$ cat src/hdl/crr_pkg.sv
package crr_pkg;

  localparam int MaxStepsDefault = 1024;
  localparam int DataW = 32;
  localparam int StepsW = 11;
  localparam int CfgIdxW = 3;

  typedef enum logic [CfgIdxW-1:0] {
    REG_STEPS = 3'd0,
    REG_UP    = 3'd1,
    REG_DOWN  = 3'd2,
    REG_RATIO = 3'd3,
    REG_PROB  = 3'd4,
    REG_DISC  = 3'd5
  } cfg_reg_t;

  // factor applied by the price multiply
  typedef enum logic [1:0] {
    FSEL_DOWN  = 2'd0,
    FSEL_RATIO = 2'd1,
    FSEL_UP    = 2'd2
  } factor_sel_t;

  // controller -> datapath
  typedef struct packed {
    logic start;       // latch spot/strike, clear saturation
    logic mul_go;      // start a price multiply
    factor_sel_t fsel; // factor: down, ratio or up
    logic psel;        // operand: 0 node price, 1 row start price
    logic set_start;   // row start price <= product
    logic leaf_wr;     // write leaf payoff at node index
    logic mix_go;      // compute and write back node j
  } crr_cmd_t;

  // datapath -> controller
  typedef struct packed {
    logic mul_done;
    logic mix_done;
  } crr_sts_t;

endpackage

$ cat src/hdl/crr_ctrl.sv
module crr_ctrl #(
  parameter int MaxSteps = crr_pkg::MaxStepsDefault,
  localparam int AddrW = $clog2(MaxSteps + 1)
) (
  input  logic              clk,
  input  logic              rst_n,
  input  logic              in_valid,
  output logic              in_ready,
  output logic              out_valid,
  input  logic              out_ready,
  input  logic [10:0]       steps,
  output crr_pkg::crr_cmd_t cmd,
  input  crr_pkg::crr_sts_t sts,
  output logic [AddrW-1:0]  node_idx
);
  typedef enum logic [3:0] {
    S_IDLE, S_DOWN, S_DOWN_W, S_LEAF, S_LEAF_W, S_ROW, S_ROW_W,
    S_MIX, S_MIX_W, S_STEP_W, S_RD, S_RD_W, S_OUT
  } state_t;

  state_t state_r;
  logic [AddrW-1:0] n_r, k_r, j_r, row_r;
  logic [AddrW-1:0] n_clip;

  assign n_clip = (int'(steps) > MaxSteps) ? AddrW'(MaxSteps) : AddrW'(steps);

  always_comb begin
    cmd = '0;
    cmd.start     = (state_r == S_IDLE) && in_valid;
    cmd.fsel      = crr_pkg::FSEL_RATIO;
    unique case (state_r)
      S_DOWN:  begin cmd.mul_go = 1'b1; cmd.fsel = crr_pkg::FSEL_DOWN; end
      S_DOWN_W: begin cmd.fsel = crr_pkg::FSEL_DOWN; cmd.set_start = 1'b1; end
      S_LEAF:  begin cmd.leaf_wr = 1'b1; cmd.mul_go = (j_r != n_r); end
      S_ROW:   begin cmd.mul_go = 1'b1; cmd.fsel = crr_pkg::FSEL_UP; cmd.psel = 1'b1; end
      S_ROW_W: begin cmd.fsel = crr_pkg::FSEL_UP; cmd.set_start = 1'b1; end
      S_MIX:   cmd.mix_go = 1'b1;
      // next node price once the write-back is done
      S_MIX_W: cmd.mul_go = (j_r != row_r) && sts.mix_done;
      default: ;
    endcase
  end

  assign node_idx  = j_r;
  assign in_ready  = (state_r == S_IDLE);
  assign out_valid = (state_r == S_OUT);

  always_ff @(posedge clk) begin
    if (!rst_n) begin
      state_r <= S_IDLE;
      n_r <= '0; k_r <= '0; j_r <= '0; row_r <= '0;
    end else begin
      unique case (state_r)
        S_IDLE: if (in_valid) begin
          n_r <= n_clip; k_r <= '0; j_r <= '0;
          state_r <= (n_clip == '0) ? S_LEAF : S_DOWN;
        end
        S_DOWN: state_r <= S_DOWN_W;
        S_DOWN_W: if (sts.mul_done) begin
          k_r <= k_r + AddrW'(1);
          state_r <= (k_r + AddrW'(1) == n_r) ? S_LEAF : S_DOWN;
        end
        S_LEAF: begin
          if (j_r == n_r) begin
            row_r <= n_r; state_r <= (n_r == '0) ? S_RD : S_ROW;
          end else state_r <= S_LEAF_W;
        end
        S_LEAF_W: if (sts.mul_done) begin
          j_r <= j_r + AddrW'(1); state_r <= S_LEAF;
        end
        S_ROW: begin row_r <= row_r - AddrW'(1); j_r <= '0; state_r <= S_ROW_W; end
        S_ROW_W: if (sts.mul_done) state_r <= S_MIX;
        // read address j held during mix pipeline entry
        S_MIX: state_r <= S_MIX_W;
        S_MIX_W: if (sts.mix_done) begin
          if (j_r == row_r) begin
            j_r <= '0; state_r <= (row_r == '0) ? S_RD : S_ROW;
          end else state_r <= S_STEP_W;
        end
        S_STEP_W: if (sts.mul_done) begin
          j_r <= j_r + AddrW'(1); state_r <= S_MIX;
        end
        S_RD: begin j_r <= '0; state_r <= S_RD_W; end
        S_RD_W: state_r <= S_OUT;
        S_OUT: if (out_ready) state_r <= S_IDLE;
        default: state_r <= S_IDLE;
      endcase
    end
  end
endmodule

$ cat config.mk
export PLATFORM = sky130hd
export DESIGN_NAME = crr_ctrl
export DESIGN_NICKNAME = d
export VERILOG_FILES = /design/src/hdl/crr_pkg.sv /design/src/hdl/crr_ctrl.sv
export SDC_FILE = /design/constraint.sdc
export NUM_CORES = 1
export LEC_CHECK = 0
export ABC_CLOCK_PERIOD_IN_PS = 1900
export BUFFER_PORTS_ARGS = -buffer_cell sky130_fd_sc_hd__buf_2
export CAP_MARGIN = 5
export CORE_ASPECT_RATIO = 1.1
export CORE_MARGIN = 1.5
export CORE_UTILIZATION = 35
export DETAILED_ROUTE_END_ITERATION = 8
export SKIP_LAST_GASP = 1
export SYNTH_ARGS = -nofsm -noshare
export SYNTH_HDL_FRONTEND = slang
export SYNTH_SLANG_ARGS = --single-unit
$ cat constraint.sdc
create_clock -name clk -period 1.9 [get_ports clk]
set_clock_uncertainty 0.05 [all_clocks]
set_input_delay 0.38 -clock clk [delete_from_list [all_inputs] [get_ports clk]]
set_output_delay 0.38 -clock clk [all_outputs]
set_load 0.02 [all_outputs]
---- Yosys cells after proc, flatten, opt, wreduce, memory -nomap -nowiden ----
Cells that the tools add are included.
storage, ports and cells
  register bits after elaboration ......... 48
  bits of input ports ..................... 17
  output and inout port bits .............. 21
  word-level logic and storage cells ...... 85
operators by class
  add/subtract/negate cells ............... 3
  magnitude comparators ................... 1
  equal/unequal tests ..................... 26
  multiplexer cells ....................... 29
  reduce and logical (&&, ||, !) cells .... 21
operator list
  operator                                                               count
  11-bit 2-to-1 mux                                                      7
  4-bit one-hot mux with 12 select lines                                 1
  11-bit one-hot mux with 2 select lines                                 2
  11-bit one-hot mux with 4 select lines                                 1
  4-bit 2-to-1 mux                                                       10
  11-bit == test                                                         3
  11-bit zero test                                                       3
  11-bit by 1-bit adder with 11-bit output (second input constant)       2
  11-bit != test                                                         2
  4-bit == test (second input constant)                                  5
  4-bit by 3-bit == test with 1-bit output (second input constant)       4
  2-bit OR reduction                                                     7
  2-bit != test (second input constant)                                  6
  11-bit > comparator (second input constant)                            1
  11-bit by 1-bit subtractor with 11-bit output (second input constant)  1
  4-bit by 2-bit == test with 1-bit output (second input constant)       2
  2-bit by 1-bit != test with 1-bit output (second input constant)       3
  6-bit AND reduction                                                    1
  5-bit AND reduction                                                    1
  4-bit by 1-bit == test with 1-bit output (second input constant)       1
  4-bit zero test                                                        1
  1-bit 2-to-1 mux                                                       4
  2-bit 2-to-1 mux                                                       2
  2-bit one-hot mux with 2 select lines                                  1
  other kinds (6)                                                        9

---- Depth between registers and ports, before layout ----
Gate-level depths: netlist of the first run.
  word-level depth ........................ 6
  gate-level depth with buffers ........... 9
  gate-level depth less buffers ........... 8

---- Worst setup path before layout of the first run ----
No wires, ideal clock.
  path kind ............................... reg2reg
  start ................................... reg state_r[3]
  end ..................................... reg n_r[5]
  library setup time ...................... 0.128 ns
  arrival ................................. 2.162 ns
  required time ........................... 1.722 ns
  setup slack ............................. -0.440 ns
  cell stages (with the launch flop) ...... 9
  buffers on the path ..................... 4
  clock period less this slack ............ 2.340 ns
  cells stage by stage .................... dfxtp_1 buf_2 clkbuf_1 nor4_1 nand2_1 clkbuf_1 clkbuf_1 a22oi_1 nor2_1
on the way
  cells in the longest elaborated chain, start to end .. 2
RTL lines
  what                           line            text
  from (decl)                    crr_ctrl.sv:21  state_t state_r;
  from (signal assigned)         crr_ctrl.sv:56  state_r <= (n_clip == '0) ? S_LEAF : S_DOWN;
  from (signal assigned)         crr_ctrl.sv:61  state_r <= (k_r + AddrW'(1) == n_r) ? S_LEAF : S_DOWN;
  from (signal assigned)         crr_ctrl.sv:65  row_r <= n_r; state_r <= (n_r == '0) ? S_RD : S_ROW;
  4-bit zero test                n/a
  via in_ready                   crr_ctrl.sv:8   output logic in_ready,
  2-bit AND reduction (no line)  n/a
  to (signal assigned)           crr_ctrl.sv:51  n_r <= '0; k_r <= '0; j_r <= '0; row_r <= '0;
  to (signal assigned)           crr_ctrl.sv:55  n_r <= n_clip; k_r <= '0; j_r <= '0;
  to (decl)                      crr_ctrl.sv:22  logic [AddrW-1:0] n_r, k_r, j_r, row_r;
The timed path passes the listed nets, and every way through them passes these cells.
A chain may end at the register's enable or synchronous reset.

==> results.yml, run 1 <==
status:
  status: "finished with violations"
  violations: "negative setup slack"
setup_path:
  slowest_stage: "dfxtp_4"
  reg2reg_slack_ns: -0.36
  r2r_start: "node_idx[6]$_SDFFE_PN0P_"
  cp-start-kind: "flip-flop"
  critPathMaxFanout: 6
  cp_slowest_stage_delay_ns: 0.37
  crit_start: "node_idx[6]$_SDFFE_PN0P_"
  criticalPathCategory: "reg -> out"
  critPathArrivalTime_ns: 1.90
  path_cells: "xor2_2 > nor4_2 > nand3_2 > buf_4 > a31o_2 > buf_2"
  worstSetupEndpointType: "output port"
  reg2regPathDepth: 8
  cp_data_required_time_ns: 1.47
synth:
  ys_seq_area_frac: 0.294
  synth_cell_types: 59
  syn_inst: 430
  syn_area_um2: 3270
  async_reset_ff_frac: 0
  syn_nets: 451
  ys_ff_latch: 48
  yosys_most_used_dff: "dfxtp_1"
  avgSynthCellArea_um2: 7.59
  yosys_warnings: 0
  synth-edff-count: 0
placed_design:
  dpl-instance-area_um2: 4270
  portBuffers: 37
  gp_congestion: 0.926
  hpwl_um: 8370
floorplan:
  start_util: 0.364
  die-area_um2: 9920
  die_height_um: 104
  coreArea_um2: 8960
  die_x_um: 95.1
  rows: 36
  io_pins: 38
timing:
  fin_crit_sh: 1.23
  tightest_slew_ns: 0.612
  setup_slack_ns: -0.428
  max_freq_mhz: 430
  period_needed_ns: 2.33
  relSlewSlack: 0.591
  slew_viol_final: 0
  rsz0062_at_grt: "true"
  setup_viol: 28
  finalHoldViolCount: 0
global_routing:
  grt_use_total: 0.233
  grt-busiest-layer: "met2"
  grt_pass1_vias: 3621
  grt.met2_usage: 0.383
  gr-usage-met1: 0.296
  grt-ovfl-total: 0
  antenna_found_initial: 0
  grt_pass1_wl_um: 18200
  grt.met3_usage: 0.0409
  grt_max_degree: 15
cells_and_area:
  antenna_cells: 0
  syn2layout_area_growth_pct: 50.7
  layout_commonest_cell: "buf_4"
  final_cell_mix: "buf_4, nor2_1, a21oi_1"
  drive_above_1_share: 0.446
  finalInstanceArea_um2: 4920
  final_nets: 589
  final_util: 0.549
cts:
  htreeDepth: 2
  cts_root_buf: "clkbuf_8"
  cts_tree: "done"
  cts.clk_slew.worst_paths_ns: 0.10
  cts.sinks: 48
  clkLatencyLatePin_ns: 0.32
  cts_buffer_depth: 2
  cts_buffers: 5
  holdBufCountCts: 0
power_and_ir_drop:
  vdd_drop_max_mv: 0.445
  combPwrFrac: 0.668
  swShare: 0.423
  finalPower_mw: 5.68
  p_int_mw: 3.28
  p_per_area_nw_per_um2: 1150
  power_leakage_nw: 2.17
  clockPowerShare: 0.117
  power.share.sequential: 0.215
  p_switching_mw: 2.41
routing:
  drtIter0Drc: 176
  via_per_inst: 5.49
  ant_nets: 0
  drc: 0
  avgRoutedWirePerCell_um: 16.9
  drt-pass1-iter-count: 4
  num_vias: 3748
  postRouteWirelength_um: 11500
min_path:
  hold_class: "in -> reg"
  holdPathStages: 3
  hold_start: "steps[7]"
job:
  drv_cap: 0
[worst max-delay path: cells and delay by family (launching register included)]
kind	cells	cell delay [ns]
flops	1	0.37
buf+inv	2	0.35
compound gates	1	0.23
xor+xnor	1	0.18
simple gates	2	0.45
[metrics by stage]
step	hold WS [ns]	setup WS (ns)	TNS (ns)	instances
2_1_floorplan	0.412	-0.138	-0.478	430
3_3_place_gp	0.451	-0.250	-1.73	654
3_5_place_dp	0.456	-0.281	-2.39	654
4_1_cts	0.275	-0.387	-2.08	676
5_1_grt	0.279	-0.512	-6.66	683
6_report	0.280	-0.428	-4.72	683
[flip-flops by register name, indices dropped and copies added, names as in the netlist]
signal	count
k_r	11
n_r	11
node_idx	11
row_r	11
state_r	4
[synthesized netlist by cell type, drive strengths merged, types with 6 or more instances]
cell type / instances / area, um2
a21oi: 48 / 240
or4: 7 / 52.6
inv: 12 / 45.0
xnor2: 21 / 184
and3: 10 / 62.6
clkbuf: 21 / 78.8
nor3b: 10 / 75.1
nand2b: 7 / 43.8
nor4: 13 / 87.6
nand3: 19 / 100
dfxtp: 48 / 961
nand4: 6 / 37.5
nor3: 14 / 70.1
buf: 12 / 81.3
nand2: 26 / 97.6
o21ai: 23 / 115
nor2: 42 / 160
xor2: 17 / 149
[kinds of logic (layout without fill, tap and decap cells)]
group           count (synthesis)  after routing  share of synthesized area
simple gates                  176            176                      0.294
mux                             4              4                     0.0123
xor+xnor                       38             38                      0.102
buf+inv                        46            184                     0.0640
flops                          48             48                      0.294
compound gates                114            115                      0.218
fa+ha+maj                       4              4                     0.0153
[power by group through the flow]
stage | clock network (mW) | logic (mW) | registers, mW
2_1_floorplan | 0 | 1.67 | 1.21
6_report | 0.665 | 3.79 | 1.22
4_1_cts | 0.675 | 3.32 | 1.21
3_3_place_gp | 0 | 2.75 | 1.23
3_5_place_dp | 0 | 2.79 | 1.23
5_1_grt | 0.713 | 4.08 | 1.23
[layer usage]
metal  share of wire  vias up
li1                -     1837
met1            0.44     1790
met2            0.49       95
met3           0.042       26
met4           0.022        0
met5               0        -
[layout make-up]
class / instances / area (um2)
Timing Repair Buffer: 163 / 1230
Multi-Input combinational cell: 337 / 2410
Clock inverter: 2 / 10.0
Clock buffer: 6 / 82.6
Tap cell: 114 / 143
Inverter: 13 / 56.3
Sequential cell: 48 / 991
Fill cell: 838 / 4040
[path summary, 6_finish.rpt]
check	endpoint
setup reg to reg	node_idx[2]$_SDFFE_PN0P_
hold reg to reg	k_r[9]$_SDFFE_PN0P_
setup / recovery	cmd[6]
hold / removal	n_r[7]$_SDFFE_PN0P_
[timing repair]
item,CTS,global route
endpoints found under the hold margin,0,0
cloned,1,0
setup endpoints to repair,31,50
buffers inserted,14,8
pin swaps,22,25
resized for setup,51,48
(Power assumes the default switching activity.)
==> run 2, diff against run 1 <==
--- a/config.mk
+++ b/config.mk
@@ -6,10 +6,9 @@
 export NUM_CORES = 1
 export LEC_CHECK = 0
 export ABC_CLOCK_PERIOD_IN_PS = 1900
-export BUFFER_PORTS_ARGS = -buffer_cell sky130_fd_sc_hd__buf_2
+export BUFFER_PORTS_ARGS = -buffer_cell sky130_fd_sc_hd__clkbuf_2
 export CAP_MARGIN = 5
 export CORE_ASPECT_RATIO = 1.1
-export CORE_MARGIN = 1.5
 export CORE_UTILIZATION = 35
 export DETAILED_ROUTE_END_ITERATION = 8
 export SKIP_LAST_GASP = 1
==> results.yml, run 2 (synthesis gave the netlist of run 1 again) <==
setup_path:
  cp_slowest_stage_delay_ns: 0.38
  path_cells: "xor2_2 > nor4_2 > nor3b_2 > o22ai_1 > a31o_2 > clkbuf_2"
  crit_family: "simple AND/OR/NAND/NOR gates"
  critPathArrivalTime_ns: 1.89
  cp_data_required_time_ns: 1.47
  slowest_stage: "dfxtp_4"
  worstSetupEndpointType: "output port"
  critPathMaxFanout: 3
  cp.depth: 6
  criticalPathCategory: "reg -> out"
  cp-start-kind: "flip-flop"
  crit_buf_inv: 1
  reg2regPathDepth: 8
cells_and_area:
  antenna_cells: 0
  finalInstanceArea_um2: 5070
  final_nets: 586
  final_cells: 680
  drive_above_1_share: 0.473
  final_util: 0.566
  regArea_um2: 1000
  syn2layout_area_growth_pct: 55.3
  fillCellCount: 792
  final_cell_mix: "buf_4, nor2_1, clkbuf_2"
  multiInputGateArea_um2: 2510
  layout_commonest_cell: "buf_4"
cts:
  cts_buffers: 5
  cts.sinks: 48
  clkLatencyLatePin_ns: 0.31
  htreeDepth: 2
  holdBufCountCts: 0
  cts.clk_slew.worst_paths_ns: 0.10
  cts_buffer_depth: 2
  cts_root_buf: "clkbuf_8"
  cts_tree: "done"
floorplan:
  die-area_um2: 9720
  die_x_um: 94.1
  rows: 36
  coreArea_um2: 8960
  io_pins: 38
  start_util: 0.364
  die_height_um: 103
timing:
  tightest_slew_ns: 0.471
  finalHoldViolCount: 0
  setup_viol: 18
  fin_crit_sh: 1.22
  tns_ns: -2.48
  period_needed_ns: 2.32
  setup_slack_ns: -0.415
  slew_viol_final: 0
  max_freq_mhz: 432
  relSlewSlack: 0.686
  rsz0062_at_grt: "true"
routing:
  avgRoutedWirePerCell_um: 17.2
  postRouteWirelength_um: 11700
  drc: 0
  num_vias: 3785
  ant_nets: 0
  drtIter0Drc: 191
  drt-pass1-iter-count: 5
  via_per_inst: 5.57
power_and_ir_drop:
  power_leakage_nw: 2.19
  combPwrFrac: 0.668
  p_per_area_nw_per_um2: 1190
  vdd_drop_max_mv: 0.454
  power.share.sequential: 0.205
  p_switching_mw: 2.51
  clockPowerShare: 0.126
  swShare: 0.416
  p_int_mw: 3.52
status:
  status: "finished with violations"
  violations: "negative setup slack"
placed_design:
  portBuffers: 37
  dp_cells: 646
  dpl-instance-area_um2: 4240
  gp_congestion: 0.899
  hpwl_um: 8180
global_routing:
  grt_pass1_vias: 3598
  grt_use_total: 0.237
  grt_pass1_wl_um: 17800
  grt-ovfl-total: 0
  grt_max_degree: 26
  antenna_found_initial: 0
min_path:
  holdPathStages: 3
  hold_class: "in -> reg"
job:
  drv_cap: 0
run 2: per-layer routing:
| metal | track usage | vias to the layer above | share of wire | routed length [um] |
|---|---|---|---|---|
| met4 | 0.0864 | 0 | 0.023 | 269 |
| li1 | - | 1836 | - | - |
| met3 | 0.0351 | 23 | 0.037 | 432 |
| met2 | 0.407 | 103 | 0.49 | 5800 |
| met1 | 0.303 | 1823 | 0.45 | 5220 |
| met5 | 0 | - | 0 | 0 |
run 2: what timing repair did:
action,4_1_cts,5_1_grt
cloned,2,0
setup endpoints to repair,32,48
setup buffers,13,13
gates resized for setup,51,85
pin swaps,13,37
run 2: metrics by stage:
step	setup slack [ns]	power, mW	hold slack [ns]
final	-0.415	6.03	0.287
after global placement	-0.199	3.91	0.453
after global routing	-0.533	6.33	0.282
after detailed placement	-0.247	3.94	0.459
after CTS	-0.382	5.33	0.273
after floorplan	-0.138	2.88	0.412
run 2: power by group through the flow:
stage	clock network, mW	registers, mW	logic [mW]
floorplan	0	1.21	1.67
finish	0.763	1.24	4.03
global placement	0	1.23	2.67
CTS	0.775	1.22	3.33
detailed placement	0	1.23	2.70
global route	0.818	1.25	4.26
run 2: final timing paths:
path / startpoint / end / slack [ns]
max: node_idx[4]$_SDFFE_PN0P_ / cmd[6] / -0.42
min: steps[4] / n_r[4]$_SDFFE_PN0P_ / 0.29
max reg2reg: row_r[10]$_SDFFE_PN0P_ / node_idx[2]$_SDFFE_PN0P_ / -0.24
min reg2reg: k_r[9]$_SDFFE_PN0P_ / k_r[9]$_SDFFE_PN0P_ / 0.48
run 2: final cells by class:
cell class | count | share of cell area
multi-input cells | 338 | 0.495
clock buffers | 6 | 0.0143
inverters | 13 | 0.0116
clock inverters | 2 | 0.00691
flip-flops and latches | 48 | 0.197
well taps | 114 | 0.0281
repair buffers | 159 | 0.247
run 2: worst min-delay path, delay by kind of cell:
kind	cells	cell delay (ns)
compound gates	1	0.06
buf+inv	1	0.09
simple gates	1	0.08
==> run 3, diff against run 2 <==
--- a/config.mk
+++ b/config.mk
@@ -10,6 +10,7 @@
 export CAP_MARGIN = 5
 export CORE_ASPECT_RATIO = 1.1
 export CORE_UTILIZATION = 35
+export CTS_BUF_LIST = sky130_fd_sc_hd__clkbuf_16
 export DETAILED_ROUTE_END_ITERATION = 8
 export SKIP_LAST_GASP = 1
 export SYNTH_ARGS = -nofsm -noshare
==> results.yml, run 3 (synthesis gave the netlist of run 1 again) <==
status:
  status: "finished with violations"
  violations: "negative setup slack"
cts:
  cts.sinks: 48
  holdBufCountCts: 0
  cts_root_buf: "clkbuf_16"
  clkLatencyLatePin_ns: 0.29
  cts_buffer_depth: 2
  cts.clk_slew.worst_paths_ns: 0.07
  cts_buffers: 5
  cts_tree: "done"
  htreeDepth: 2
power_and_ir_drop:
  power_leakage_nw: 2.18
  finalPower_mw: 5.86
  p_per_area_nw_per_um2: 1170
  vdd_drop_max_mv: 0.601
setup_path:
  critPathMaxFanout: 2
  crit_path_end: "cmd[6]"
  critPathArrivalTime_ns: 1.86
  cp_data_required_time_ns: 1.47
  worstSetupEndpointType: "output port"
  criticalPathCategory: "reg -> out"
  cp-start-kind: "flip-flop"
  reg2reg_to: "row_r[1]$_SDFFE_PN0P_"
  r2r_start: "state_r[0]$_SDFFE_PN0P_"
  reg2reg_slack_ns: -0.11
  crit_start: "n_r[4]$_SDFFE_PN0P_"
  reg2regPathDepth: 9
placed_design:
  gp_congestion: 0.899
  hpwl_um: 8180
  dp_cells: 646
  portBuffers: 37
cells_and_area:
  final_nets: 578
  antenna_cells: 0
  final_cells: 672
  fillCellCount: 799
  drive_above_1_share: 0.453
  layout_commonest_cell: "buf_4"
  syn2layout_area_growth_pct: 53.0
  multiInputGateArea_um2: 2480
  regArea_um2: 997
  final_cell_mix: "buf_4, nor2_1, a21oi_1, clkbuf_2, dfxtp_1"
routing:
  routed.top_layer: "met4"
  drc: 0
  ant_nets: 0
  postRouteWirelength_um: 11400
  avgRoutedWirePerCell_um: 16.9
  drt-pass1-iter-count: 4
  via_per_inst: 5.51
  num_vias: 3706
  routed-wl-met3_um: 484
  wl_met1_um: 5030
  dr_wl_met2_um: 5610
  drtIter0Drc: 157
floorplan:
  io_pins: 38
  rows: 36
  die-area_um2: 9720
  die_height_um: 103
  die_x_um: 94.1
  coreArea_um2: 8960
  start_util: 0.364
timing:
  relSlewSlack: 0.701
  slew_viol_final: 0
  period_needed_ns: 2.29
  max_freq_mhz: 437
  finalHoldViolCount: 0
  setup_viol: 17
  fin_crit_sh: 1.20
  setup_slack_ns: -0.386
  rsz0062_at_grt: "true"
  tightest_slew_ns: 0.441
global_routing:
  antenna_found_initial: 0
  grt_max_degree: 26
  grt-ovfl-total: 0
  grt_use_total: 0.233
  grt_pass1_vias: 3574
  grt_pass1_wl_um: 17500
job:
  drv_cap: 0
min_path:
  hold_class: "in -> reg"
==> run 3: changes by cell type in the layout (fill, tap and decap cells not counted), moves of 2 or more <==
| cell | delta |
|---|---|
| or4_1 | +2 |
| a21o_2 | +2 |
| clkbuf_8 | -4 |
| a21o_4 | -2 |
| nor3_1 | +3 |
| buf_6 | -4 |
| buf_8 | -2 |
| clkbuf_16 | +5 |
| a21oi_2 | -2 |
| nor3_2 | -3 |
| or4_4 | -2 |
==> run 3: routing by layer <==
metal | vias to the layer above | GRT usage
met4 | 0 | 0.0876
met3 | 21 | 0.0314
li1 | 1816 | -
met2 | 100 | 0.401
met5 | - | 0
met1 | 1769 | 0.298
==> run 3: stage by stage <==
stage | hold slack [ns] | setup slack (ns) | utilization | cell area (um2) | setup TNS (ns)
final | 0.297 | -0.386 | 0.558 | 5000 | -0.932
after global routing | 0.312 | -0.503 | 0.558 | 5000 | -2.69
after CTS | 0.293 | -0.352 | 0.515 | 4620 | -1.06
after detailed placement | 0.459 | -0.247 | 0.473 | 4240 | -1.96
after global placement | 0.453 | -0.199 | 0.473 | 4240 | -1.10
after floorplan | 0.412 | -0.138 | - | 3330 | -0.478
==> run 3: cell type report <==
| type | count | area share |
|---|---|---|
| Tap cell | 114 | 0.0285 |
| Sequential cell | 48 | 0.200 |
| Clock buffer | 5 | 0.0250 |
| Timing Repair Buffer | 151 | 0.232 |
| Multi-Input combinational cell | 338 | 0.496 |
| Clock inverter | 3 | 0.00776 |
| Inverter | 13 | 0.0113 |
==> run 3: worst min-delay path by stage <==
| stage | start | end | cells past startpoint |
|---|---|---|---|
| 3_3_place_gp | k_r[3]$_SDFFE_PN0P_ | k_r[3]$_SDFFE_PN0P_ | 2 |
| 2_1_floorplan | k_r[6]$_SDFFE_PN0P_ | k_r[6]$_SDFFE_PN0P_ | 1 |
| 6_report | steps[6] | n_r[6]$_SDFFE_PN0P_ | 3 |
| 5_1_grt | steps[4] | n_r[4]$_SDFFE_PN0P_ | 3 |
| 4_1_cts | steps[6] | n_r[6]$_SDFFE_PN0P_ | 3 |
| 3_5_place_dp | k_r[3]$_SDFFE_PN0P_ | k_r[3]$_SDFFE_PN0P_ | 2 |
==> run 3: worst max-delay path, cell delays in order (launching register included) <==
cell and delay [ns]:
dfxtp_2 0.34, xor2_2 0.17, nor4_2 0.32, nor3b_2 0.26, o22ai_1 0.10, a31o_2 0.23, clkbuf_2 0.15
==> run 3: report_power, final <==
group / internal [mW] / leakage (nW) / switching (mW)
clock: 0.615 / 0.0850 / 0.392
combinational: 1.72 / 1.69 / 1.90
sequential: 1.12 / 0.399 / 0.115
==> run 3: repair_timing <==
item,CTS,global route
cloned,1,1
pin swaps,10,36
gates resized for setup,38,80
buffers inserted,7,11
endpoints found under the setup margin,31,46
